File: src/design/imf_pkg.sv
package imf_pkg;

  localparam int unsigned FrameLen   = 28;
  localparam int unsigned CrcSpan    = 24;
  localparam int unsigned QueueDepth = 2;
  localparam int unsigned IdxW       = 5;
  localparam int unsigned PaddrW     = 3;

  localparam logic [IdxW-1:0] LastIdx     = IdxW'(FrameLen - 1);
  localparam logic [IdxW-1:0] CrcFirstIdx = IdxW'(CrcSpan);
  localparam logic [31:0]     CrcPoly     = 32'h04C1_1DB7;
  localparam logic [31:0]     CrcSeedRst  = 32'hFFFF_FFFF;
  localparam logic [7:0]      HeaderByte  = 8'h91;

  // register index carried in paddr[2]
  localparam logic RegCrcSeed = 1'b0;

  typedef struct packed {
    logic signed [23:0] roll_rate;
    logic signed [23:0] pitch_rate;
    logic signed [23:0] yaw_rate;
    logic signed [23:0] accel_x;
    logic signed [23:0] accel_y;
    logic signed [23:0] accel_z;
    logic        [7:0]  time_count;
  } sample_t;

  typedef struct packed {
    logic    valid;
    sample_t data;
  } head_t;

  function automatic logic [7:0] flip8(logic [7:0] b);
    logic [7:0] r;
    for (int i = 0; i < 8; i++) begin
      r[7-i] = b[i];
    end
    return r;
  endfunction

  function automatic logic [31:0] flip32(logic [31:0] x);
    logic [31:0] r;
    for (int i = 0; i < 32; i++) begin
      r[31-i] = x[i];
    end
    return r;
  endfunction

  // one datagram byte through the MSB-first register, input bits reversed
  function automatic logic [31:0] crc_step(logic [31:0] c, logic [7:0] b);
    logic [31:0] r;
    r = c ^ {flip8(b), 24'h0};
    for (int k = 0; k < 8; k++) begin
      r = r[31] ? ((r << 1) ^ CrcPoly) : (r << 1);
    end
    return r;
  endfunction

  function automatic logic [7:0] frame_byte(sample_t s, logic [IdxW-1:0] idx,
                                            logic [31:0] crc_out);
    logic [7:0] b;
    unique case (idx)
      5'd0:    b = HeaderByte;
      5'd1:    b = s.roll_rate[23:16];
      5'd2:    b = s.roll_rate[15:8];
      5'd3:    b = s.roll_rate[7:0];
      5'd4:    b = s.pitch_rate[23:16];
      5'd5:    b = s.pitch_rate[15:8];
      5'd6:    b = s.pitch_rate[7:0];
      5'd7:    b = s.yaw_rate[23:16];
      5'd8:    b = s.yaw_rate[15:8];
      5'd9:    b = s.yaw_rate[7:0];
      5'd11:   b = s.accel_x[23:16];
      5'd12:   b = s.accel_x[15:8];
      5'd13:   b = s.accel_x[7:0];
      5'd14:   b = s.accel_y[23:16];
      5'd15:   b = s.accel_y[15:8];
      5'd16:   b = s.accel_y[7:0];
      5'd17:   b = s.accel_z[23:16];
      5'd18:   b = s.accel_z[15:8];
      5'd19:   b = s.accel_z[7:0];
      5'd21:   b = s.time_count;
      5'd24:   b = crc_out[31:24];
      5'd25:   b = crc_out[23:16];
      5'd26:   b = crc_out[15:8];
      5'd27:   b = crc_out[7:0];
      default: b = 8'h00;
    endcase
    return b;
  endfunction

endpackage

File: src/design/imf_if.sv
interface imf_sample_if;
  logic               valid;
  logic               ready;
  logic signed [23:0] roll_rate;
  logic signed [23:0] pitch_rate;
  logic signed [23:0] yaw_rate;
  logic signed [23:0] accel_x;
  logic signed [23:0] accel_y;
  logic signed [23:0] accel_z;
  logic        [7:0]  time_count;

  modport source (
    output valid, roll_rate, pitch_rate, yaw_rate, accel_x, accel_y, accel_z, time_count,
    input  ready
  );
  modport sink (
    input  valid, roll_rate, pitch_rate, yaw_rate, accel_x, accel_y, accel_z, time_count,
    output ready
  );
endinterface

interface imf_byte_if;
  logic       valid;
  logic       ready;
  logic [7:0] frame_byte;
  logic       last_byte;

  modport source (output valid, frame_byte, last_byte, input ready);
  modport sink   (input valid, frame_byte, last_byte, output ready);
endinterface

File: src/design/imf_front.sv
module imf_front #(
  parameter int unsigned QueueDepth = imf_pkg::QueueDepth
) (
  input  logic             clk_i,
  input  logic             rst_ni,
  imf_sample_if.sink       sample_i,
  input  logic             pop_i,
  output imf_pkg::head_t   head_o
);

  localparam int unsigned PtrW = (QueueDepth > 1) ? $clog2(QueueDepth) : 1;
  localparam int unsigned CntW = $clog2(QueueDepth + 1);
  localparam logic [PtrW-1:0] PtrLast = PtrW'(QueueDepth - 1);
  localparam logic [CntW-1:0] CntFull = CntW'(QueueDepth);

  imf_pkg::sample_t mem_q [QueueDepth];
  logic [PtrW-1:0]  wr_ptr_q, wr_ptr_d, rd_ptr_q, rd_ptr_d;
  logic [CntW-1:0]  cnt_q, cnt_d;
  logic             push, pop;
  imf_pkg::sample_t wr_data;

  assign sample_i.ready = (cnt_q != CntFull);
  assign push = sample_i.valid && sample_i.ready;
  assign pop  = pop_i && (cnt_q != '0);

  always_comb begin
    wr_data.roll_rate  = sample_i.roll_rate;
    wr_data.pitch_rate = sample_i.pitch_rate;
    wr_data.yaw_rate   = sample_i.yaw_rate;
    wr_data.accel_x    = sample_i.accel_x;
    wr_data.accel_y    = sample_i.accel_y;
    wr_data.accel_z    = sample_i.accel_z;
    wr_data.time_count = sample_i.time_count;
  end

  always_comb begin
    wr_ptr_d = wr_ptr_q;
    rd_ptr_d = rd_ptr_q;
    cnt_d    = cnt_q;
    if (push) begin
      wr_ptr_d = (wr_ptr_q == PtrLast) ? '0 : wr_ptr_q + 1'b1;
    end
    if (pop) begin
      rd_ptr_d = (rd_ptr_q == PtrLast) ? '0 : rd_ptr_q + 1'b1;
    end
    if (push && !pop) begin
      cnt_d = cnt_q + 1'b1;
    end else if (pop && !push) begin
      cnt_d = cnt_q - 1'b1;
    end
  end

  always_ff @(posedge clk_i or negedge rst_ni) begin
    if (!rst_ni) begin
      wr_ptr_q <= '0;
      rd_ptr_q <= '0;
      cnt_q    <= '0;
    end else begin
      wr_ptr_q <= wr_ptr_d;
      rd_ptr_q <= rd_ptr_d;
      cnt_q    <= cnt_d;
    end
  end

  always_ff @(posedge clk_i) begin
    if (push) begin
      mem_q[wr_ptr_q] <= wr_data;
    end
  end

  assign head_o.valid = (cnt_q != '0);
  assign head_o.data  = mem_q[rd_ptr_q];

endmodule

File: src/design/imf_back.sv
module imf_back (
  input  logic           clk_i,
  input  logic           rst_ni,
  input  logic [31:0]    crc_seed_i,
  input  imf_pkg::head_t head_i,
  output logic           pop_o,
  imf_byte_if.source     frame_o
);

  logic [imf_pkg::IdxW-1:0] idx_q, idx_d;
  logic [31:0]              crc_q, crc_d, crc_base, crc_out;
  logic [7:0]               byte_q, byte_d;
  logic                     oval_q, olast_q, adv, at_last;

  assign at_last  = (idx_q == imf_pkg::LastIdx);
  assign adv      = head_i.valid && (!oval_q || frame_o.ready);
  assign pop_o    = adv && at_last;
  assign crc_base = (idx_q == '0) ? crc_seed_i : crc_q;
  assign crc_out  = imf_pkg::flip32(~crc_q);
  assign byte_d   = imf_pkg::frame_byte(head_i.data, idx_q, crc_out);

  always_comb begin
    idx_d = idx_q;
    crc_d = crc_q;
    if (adv) begin
      idx_d = at_last ? '0 : idx_q + 1'b1;
      if (idx_q < imf_pkg::CrcFirstIdx) begin
        crc_d = imf_pkg::crc_step(crc_base, byte_d);
      end
    end
  end

  always_ff @(posedge clk_i or negedge rst_ni) begin
    if (!rst_ni) begin
      idx_q   <= '0;
      oval_q  <= 1'b0;
      olast_q <= 1'b0;
    end else begin
      idx_q <= idx_d;
      if (adv) begin
        oval_q  <= 1'b1;
        olast_q <= at_last;
      end else if (frame_o.ready) begin
        oval_q <= 1'b0;
      end
    end
  end

  always_ff @(posedge clk_i) begin
    crc_q <= crc_d;
    if (adv) begin
      byte_q <= byte_d;
    end
  end

  assign frame_o.valid      = oval_q;
  assign frame_o.frame_byte = byte_q;
  assign frame_o.last_byte  = olast_q;

  a_idx_range: assert property (@(posedge clk_i) disable iff (!rst_ni)
    idx_q <= imf_pkg::LastIdx)
    else $error("byte index past end of datagram");

  a_pop_marks_last: assert property (@(posedge clk_i) disable iff (!rst_ni)
    pop_o |=> (oval_q && olast_q && idx_q == '0))
    else $error("sample released without last byte");

  a_last_only_at_end: assert property (@(posedge clk_i) disable iff (!rst_ni)
    (adv && !at_last) |=> !olast_q)
    else $error("last flag on inner byte");

endmodule

File: src/design/imf_datagram_framer_crc32_core.sv
// IMU datagram framer. Each accepted sample becomes a 28-byte datagram on the
// byte output, one byte per transaction, header 0x91 first and the big-endian
// CRC-32 (reflected, final inversion, seeded from crc_seed) last, flagged by
// last_byte. The output runs at one byte per cycle while the byte output is
// ready; the serializer folds each of bytes 0-23 into the CRC as it goes out
// and sets the sustained sample rate. Samples wait in a QueueDepth-entry
// queue, so the input keeps accepting while a datagram is still streaming,
// as long as the queue has room; when idle, an accepted sample is written
// into the queue, then its first byte is registered into the output stage.
// crc_seed sits at address 0 and resets to 0xFFFFFFFF (standard CRC-32).
module imu_datagram_framer_crc32_core #(
  parameter int unsigned QueueDepth = imf_pkg::QueueDepth
) (
  input  logic                      clk_i,
  input  logic                      rst_ni,
  imf_sample_if.sink                sample_i,
  imf_byte_if.source                frame_o,
  input  logic                      psel,
  input  logic                      penable,
  input  logic                      pwrite,
  input  logic [imf_pkg::PaddrW-1:0] paddr,
  input  logic [31:0]               pwdata,
  output logic [31:0]               prdata,
  output logic                      pready
);

  logic [31:0]    crc_seed_q;
  imf_pkg::head_t head;
  logic           pop;
  logic           reg_wr;

  assign pready = 1'b1;
  assign reg_wr = psel && penable && pwrite && (paddr[2] == imf_pkg::RegCrcSeed);
  assign prdata = (paddr[2] == imf_pkg::RegCrcSeed) ? crc_seed_q : 32'h0;

  always_ff @(posedge clk_i or negedge rst_ni) begin
    if (!rst_ni) begin
      crc_seed_q <= imf_pkg::CrcSeedRst;
    end else if (reg_wr) begin
      crc_seed_q <= pwdata;
    end
  end

  imf_front #(
    .QueueDepth (QueueDepth)
  ) u_front (
    .clk_i    (clk_i),
    .rst_ni   (rst_ni),
    .sample_i (sample_i),
    .pop_i    (pop),
    .head_o   (head)
  );

  imf_back u_back (
    .clk_i      (clk_i),
    .rst_ni     (rst_ni),
    .crc_seed_i (crc_seed_q),
    .head_i     (head),
    .pop_o      (pop),
    .frame_o    (frame_o)
  );

endmodule
File: src/flat_wrapper.sv
// flat-port wrapper written by rule: the top's interface ports become plain ports
module imu_datagram_framer_crc32_core_flat 
#(
  parameter int unsigned QueueDepth = imf_pkg::QueueDepth
)
  (clk_i, rst_ni, psel, penable, pwrite, paddr, pwdata, prdata, pready, sample_i_valid, sample_i_roll_rate, sample_i_pitch_rate, sample_i_yaw_rate, sample_i_accel_x, sample_i_accel_y, sample_i_accel_z, sample_i_time_count, sample_i_ready, frame_o_valid, frame_o_frame_byte, frame_o_last_byte, frame_o_ready);
  imf_sample_if sample_i_i ();
  imf_byte_if frame_o_i ();
  input  logic clk_i;
  input  logic rst_ni;
  input  logic psel;
  input  logic penable;
  input  logic pwrite;
  input  logic [imf_pkg::PaddrW-1:0] paddr;
  input  logic [31:0] pwdata;
  output logic [31:0] prdata;
  output logic pready;
  input wire logic [$bits(sample_i_i.valid)-1:0] sample_i_valid;
  input wire logic [$bits(sample_i_i.roll_rate)-1:0] sample_i_roll_rate;
  input wire logic [$bits(sample_i_i.pitch_rate)-1:0] sample_i_pitch_rate;
  input wire logic [$bits(sample_i_i.yaw_rate)-1:0] sample_i_yaw_rate;
  input wire logic [$bits(sample_i_i.accel_x)-1:0] sample_i_accel_x;
  input wire logic [$bits(sample_i_i.accel_y)-1:0] sample_i_accel_y;
  input wire logic [$bits(sample_i_i.accel_z)-1:0] sample_i_accel_z;
  input wire logic [$bits(sample_i_i.time_count)-1:0] sample_i_time_count;
  output wire logic [$bits(sample_i_i.ready)-1:0] sample_i_ready;
  output wire logic [$bits(frame_o_i.valid)-1:0] frame_o_valid;
  output wire logic [$bits(frame_o_i.frame_byte)-1:0] frame_o_frame_byte;
  output wire logic [$bits(frame_o_i.last_byte)-1:0] frame_o_last_byte;
  input wire logic [$bits(frame_o_i.ready)-1:0] frame_o_ready;
  assign sample_i_i.valid = sample_i_valid;
  assign sample_i_i.roll_rate = sample_i_roll_rate;
  assign sample_i_i.pitch_rate = sample_i_pitch_rate;
  assign sample_i_i.yaw_rate = sample_i_yaw_rate;
  assign sample_i_i.accel_x = sample_i_accel_x;
  assign sample_i_i.accel_y = sample_i_accel_y;
  assign sample_i_i.accel_z = sample_i_accel_z;
  assign sample_i_i.time_count = sample_i_time_count;
  assign sample_i_ready = sample_i_i.ready;
  assign frame_o_valid = frame_o_i.valid;
  assign frame_o_frame_byte = frame_o_i.frame_byte;
  assign frame_o_last_byte = frame_o_i.last_byte;
  assign frame_o_i.ready = frame_o_ready;
  imu_datagram_framer_crc32_core #(.QueueDepth(QueueDepth)) u_core (.clk_i(clk_i), .rst_ni(rst_ni), .sample_i(sample_i_i), .frame_o(frame_o_i), .psel(psel), .penable(penable), .pwrite(pwrite), .paddr(paddr), .pwdata(pwdata), .prdata(prdata), .pready(pready));
endmodule
File: config.mk
export PLATFORM = sky130hd
export DESIGN_NAME = imu_datagram_framer_crc32_core_flat
export DESIGN_NICKNAME = d
export VERILOG_FILES = /design/src/design/imf_pkg.sv /design/src/design/imf_if.sv /design/src/design/imf_front.sv /design/src/design/imf_back.sv /design/src/design/imf_datagram_framer_crc32_core.sv /design/src/flat_wrapper.sv
export SDC_FILE = /design/constraint.sdc
export NUM_CORES = 1
export LEC_CHECK = 0
export ABC_CLOCK_PERIOD_IN_PS = 9300
export BUFFER_PORTS_ARGS = -buffer_cell sky130_fd_sc_hd__clkbuf_2
export CORE_AREA = 3 3 181 183
export DETAILED_ROUTE_END_ITERATION = 6
export DIE_AREA = 0 0 184 186
export PLACE_DENSITY_LB_ADDON = 0.08
export SLEW_MARGIN = 15
export SYNTH_ARGS = -nofsm -noshare
export SYNTH_HDL_FRONTEND = slang
export SYNTH_HIERARCHICAL = 1
export SYNTH_SLANG_ARGS = --single-unit
export TNS_END_PERCENT = 30
File: constraint.sdc
create_clock -name clk_i -period 9.3 [get_ports clk_i]
set_clock_uncertainty 0.15 [all_clocks]
set_input_delay 0 -clock clk_i [delete_from_list [all_inputs] [get_ports clk_i]]
set_output_delay 0 -clock clk_i [all_outputs]
set_load 0.02 [all_outputs]
Yosys cells after proc, flatten, opt, wreduce, memory -nomap -nowiden
Memory sizes are Yosys's and may differ from the RTL's. Cells that the tools add are included.

Memories: 1. Logic and storage cells: 90. Output and inout port bits: 44. RAM bits: 304. Register bits: 83. Input port bits: 194.

Memory list: u_core.u_front.mem_q (depth 2, width 152, rd ports 1, clocked after Yosys merged registers in 0, wr ports 1, RTL line imf_front.sv:16) `imf_pkg::sample_t mem_q [QueueDepth];`.

Mux-type cells: 20. $add $sub $neg: 5. Eq/ne operators: 24. Order comparisons: 1. Reduce and logical (&&, ||, !) cells: 18. Bitwise gates (word level): 11.

Operator list (number): 2-to-1 mux 27 bit (8); one-hot mux 8 bit (24 select lines) (1); inverter 14 bit (8); 2-to-1 mux 32 bit (2); equality test 5 bit (second input constant) (9); equality test 5 x 4 -> 1 bit (second input constant) (7); inverter 32 bit (1); XOR 32 bit (1); equality test 5 x 3 -> 1 bit (second input constant) (4); equality test 5 x 2 -> 1 bit (second input constant) (2); logical AND 1 bit (9); 2-to-1 mux 1 bit (6); nonzero test 2 bit (3); adder 5 x 1 -> 5 bit (second input constant) (1); equality test 5 x 1 -> 1 bit (second input constant) (1); logical NOT 5 bit (1); < comparator 5 bit (second input constant) (1); 2-to-1 mux 5 bit (1); 2-to-1 mux 2 bit (2); logical NOT 1 bit (3); adder 1 bit (second input constant) (2); adder 2 x 1 -> 2 bit (second input constant) (1); != test 2 bit (second input constant) (1); AND reduction 2 bit (1); 3 further kinds (3).

Depth between registers and ports, before layout
Depth after elaboration: 19. Mapped depth: 14. Gate-level depth less buffers: 10.

By module
The synthesis kept the hierarchy.

Modules (own cells, without submodules): imf_front (area an instance 11438.5 um^2, instances 1, seq. area each 9228.9 um^2, cells an instance 491); imf_back (area an instance 4937.2 um^2, instances 1, seq. area each 1376.3 um^2, cells an instance 479); imu_datagram_framer_crc32_core (area an instance 1594.0 um^2, instances 1, seq. area each 840.8 um^2, cells an instance 105).

Worst setup path before layout
No wires, ideal clock.

Path type: flip-flop to flip-flop. Start point: reg u_core.u_front.cnt_q[0]. End point: mem u_core/u_front/mem_q[0][0] (netlist name) (enable). Setup slack: 1376 ps. Buffers on the path: 0. Setup time: 666 ps. Required time: 8484 ps. Cell stages (with the launch flop): 4. Clock period less this slack: 7924 ps. Data arrival time: 7108 ps. Cell sequence: dfrtp_1 > nand2b_1 > nand2_1 > nor2_1.

Longest elaborated chain between the ends: 4.

RTL lines: from (decl) (RTL line imf_front.sv:18) `logic [CntW-1:0] cnt_q, cnt_d;`; from (signal assigned) (RTL line imf_front.sv:61) `cnt_q <= cnt_d;`; != test 2 bit (RTL line imf_front.sv:22) `assign sample_i.ready = (cnt_q != CntFull);`; via sample_i_ready (RTL line flat_wrapper.sv:26) `output wire logic [$bits(sample_i_i.ready)-1:0] sample_i_ready;`; logical AND 1 bit (RTL line imf_front.sv:23) `assign push = sample_i.valid && sample_i.ready;`; 2-to-1 mux 1 bit (RTL line imf_front.sv:66) `if (push) begin`; 2-to-1 mux 1 bit (not written as such) (RTL line imf_front.sv:67) `mem_q[wr_ptr_q] <= wr_data;`; to (decl) (RTL line imf_front.sv:16).

The timed path passes the listed nets, and every way through them passes these cells.

==> flow_summary.yaml <==
status:
  outcome: "completed"
finish:
  fin_nets: 1693
  syn2layout_area_growth_pct: 25.8
  layout_common_cells: "edfxtp_1, clkbuf_2, dlygate4sd3_1"
  fin_cells: 1928
  fillers: 2048
  final_common_cell: "edfxtp_1"
  drive_above_1_share_pct: 37.3
place:
  post-place-cells: 1664
  portBuffers: 234
  dp_hpwl_um: 28600
  place_congestion: 0.868
clock_network:
  cts.sinks: 387
  ctsHtreeMaxLevel: 2
  clock-root-buffer: "clkbuf_16"
  path_clk_slew_ns: 0.06
  clk_latency_ns: 0.54
  clock_path_buffers: 3
  numCtsBuffers: 42
  cts_tree: "done"
floorplanning:
  start_util_pct: 57.2
  core_area_um2: 31400
  dieArea_um2: 34200
  die_width_um: 184
  die_y_um: 186
  num_rows: 65
  ios: 238
logic_synthesis:
  yosysWarnings: 6
  synth_seq_cells: 387
  syn_inst: 1075
  syn-num-nets: 1275
  synth_top_area_share_pct: 57.5
  synth.area.top_cells: "edfxtp_1, mux2_4, mux2_2"
  avgSynthCellArea_um2: 16.7
  synth_cell_type_count: 79
  synth_edf_count: 344
  synth_area_um2: 18000
  synth_top_flop_cell: "edfxtp_1"
  async_reset_ff_share_pct: 11.1
  synth_top_area_cell: "edfxtp_1"
  ys_seq_area_share_pct: 63.7
route:
  vias: 11000
  vias_per_cell: 5.70
  routedWlPerCell_um: 23.6
  antenna_left: 0
  drt-pass1-iter-count: 5
  drtIter0Drc: 1040
  wl_um: 45600
  drc: 0
power:
  seq_power_share_pct: 32.5
  ir_worst_vdd_mv: 0.431
  p_int_mw: 6.16
  power.switching_mw: 3.43
  p_clk_share_pct: 17.4
  leakagePower_nw: 8.63
  power.density_nw_per_um2: 424
  comb_power_share_pct: 50.2
  swShare_pct: 35.8
critical_path:
  end_kind: "flop"
  criticalPathCategory: "reg2reg"
  crit_path_start_kind: "flop"
  critical_path_required_ns: 9.41
  crit_fanout: 43
  cp.arrival_ns: 5.50
grt:
  grt_pass1_vias: 11100
  grt_pass1_wl_um: 67200
  antenna_found_initial: 2
  grt_usage_pct: 26.3
  grt_max_degree: 78
  overflow: 0
sta:
  drv_slew: 0
  tns_ns: 0
  hold_slack_ns: 0.0341
  worst_pin_slew_ns: 1.12
  hold_viol_final: 0
  period_minus_slack_ns: 5.39
  fin_crit_sh_pct: 57.9
  max_freq_ghz: 0.186
  relSlewSlack_pct: 25.3
  setup_viol: 0
  rsz0062_at_grt: "no"
worst_hold_path:
  hold_path.class: "in2async"
flow_run:
  cap_violations: 0
cell families (layout without fill, tap and decap cells):
family	after synthesis	after routing	synth area share [%]
XOR/XNOR	79	79	5.27
AO/OA/AOI/OAI	102	102	4.21
multiplexers	237	237	16.7
other	1	3	0.0209
buffers and inverters	71	520	2.68
AND/OR/NAND/NOR	192	192	6.96
flip-flops	387	387	63.7
adder cells (fa/ha/maj)	6	6	0.418
per-stage QoR:
stage / worst slack, ns / area [um2] / utilization (%) / power [mW]
final: 3.91 / 22600 / 72.0 / 9.59
after global routing: 3.73 / 22600 / 72.0 / 10.0
after CTS: 3.93 / 22600 / 72.0 / 9.59
after detailed placement: 3.96 / 19400 / 61.6 / 7.82
after global placement: 3.92 / 19400 / 61.6 / 7.78
after floorplan: 1.38 / 18000 / - / 6.87
power groups by stage:
stage,registers (mW),logic (mW),clock network (mW)
3_5_place_dp,3.14,4.67,0
4_1_cts,3.11,4.79,1.68
6_report,3.11,4.81,1.66
2_1_floorplan,3.06,3.81,0
3_3_place_gp,3.13,4.65,0
5_1_grt,3.16,5.12,1.76
layer usage:
| layer | vias up | global-route usage [%] | share of wire, % |
|---|---|---|---|
| met5 | - | 0 | 0 |
| met4 | 0 | 7.92 | 2.9 |
| met3 | 70 | 4.63 | 7.9 |
| met2 | 505 | 40.8 | 47 |
| met1 | 5448 | 38.5 | 43 |
| li1 | 4958 | - | - |
worst max-delay path, cell delays in order (launching register included):
cell	delay [ns]
dfrtp_4	0.93
buf_4	0.67
mux2_2	0.41
nand3b_1	0.10
a21oi_1	0.07
or4_1	0.50
or4_1	0.67
xor2_2	0.54
xor2_1	0.49
xnor3_1	0.35
xor2_1	0.18
cell type report:
| class | count | area, um2 | area share, % |
|---|---|---|---|
| diodes | 2 | 5.00 | 0.0221 |
| clock buffers | 50 | 1100 | 4.88 |
| clock inverters | 25 | 268 | 1.18 |
| inverters | 9 | 33.8 | 0.149 |
| multi-input cells | 617 | 6060 | 26.8 |
| flip-flops and latches | 387 | 11500 | 50.7 |
| well taps | 402 | 503 | 2.23 |
| repair buffers | 436 | 3170 | 14.0 |
sequential cells by signal, summed over array words and instances, names as in the netlist:
| name | count |
|---|---|
| u_core/u_back/frame_o.last_byte | 1 |
| u_core/u_front/cnt_q | 2 |
| u_core/u_back/crc_q | 32 |
| u_core/u_back/frame_o.valid | 1 |
| u_core/crc_seed_q | 32 |
| u_core/u_back/idx_q | 5 |
| u_core/u_back/frame_o.frame_byte | 8 |
| u_core/u_front/mem_q | 304 |
| u_core/u_front/wr_ptr_q | 1 |
| u_core/u_front/rd_ptr_q | 1 |
final timing paths:
check / startpoint / to / slack [ns] / cells past startpoint
hold / removal: rst_ni / u_core/u_back/idx_q[1]$_DFFE_PN0P_ / 0.03 / 2
min in group clk_i: sample_i_roll_rate[3] / u_core/u_front/mem_q[1][131]$_DFFE_PP_ / 0.04 / 2
setup reg to reg: u_core/u_front/rd_ptr_q$_DFFE_PN0P_ / u_core/u_back/crc_q[8]$_DFFE_PP_ / 3.91 / 10
hold reg to reg: u_core/u_front/cnt_q[1]$_DFFE_PN0P_ / u_core/u_front/cnt_q[1]$_DFFE_PN0P_ / 0.34 / 1
setup / recovery: u_core/u_front/rd_ptr_q$_DFFE_PN0P_ / u_core/u_back/crc_q[8]$_DFFE_PP_ / 3.91 / 10
max in group asynchronous: rst_ni / u_core/u_front/rd_ptr_q$_DFFE_PN0P_ / 8.26 / 2
cell usage after synthesis, drive strengths merged (3+ instances only):
library cell,count
a211oi,3
a21oi,18
a22o,7
a22oi,8
a2bb2oi,4
a32o,3
a32oi,6
and2,3
and3,10
and3b,10
and4bb,3
buf,50
clkbuf,12
dfrtp,11
dfstp,32
edfxtp,344
ha,6
inv,7
mux2,193
mux2i,43
nand2,27
nand2b,11
nand3,15
nand3b,13
nand4,8
nand4b,4
nor2,13
nor2b,50
nor3b,4
nor4bb,5
o2111ai,4
o211ai,5
o21ai,19
o2bb2ai,7
or3b,3
or4,4
xnor2,44
xnor3,6
xor2,29
what timing repair did:
| action | 4_1_cts | 5_1_grt |
|---|---|---|
| resized for setup | 0 | 0 |
| hold buffers | 187 | 0 |
| hold endpoints to repair | 394 | 0 |
| setup buffers | 0 | 0 |
No activity file was read; power rests on OpenSTA's default activity.
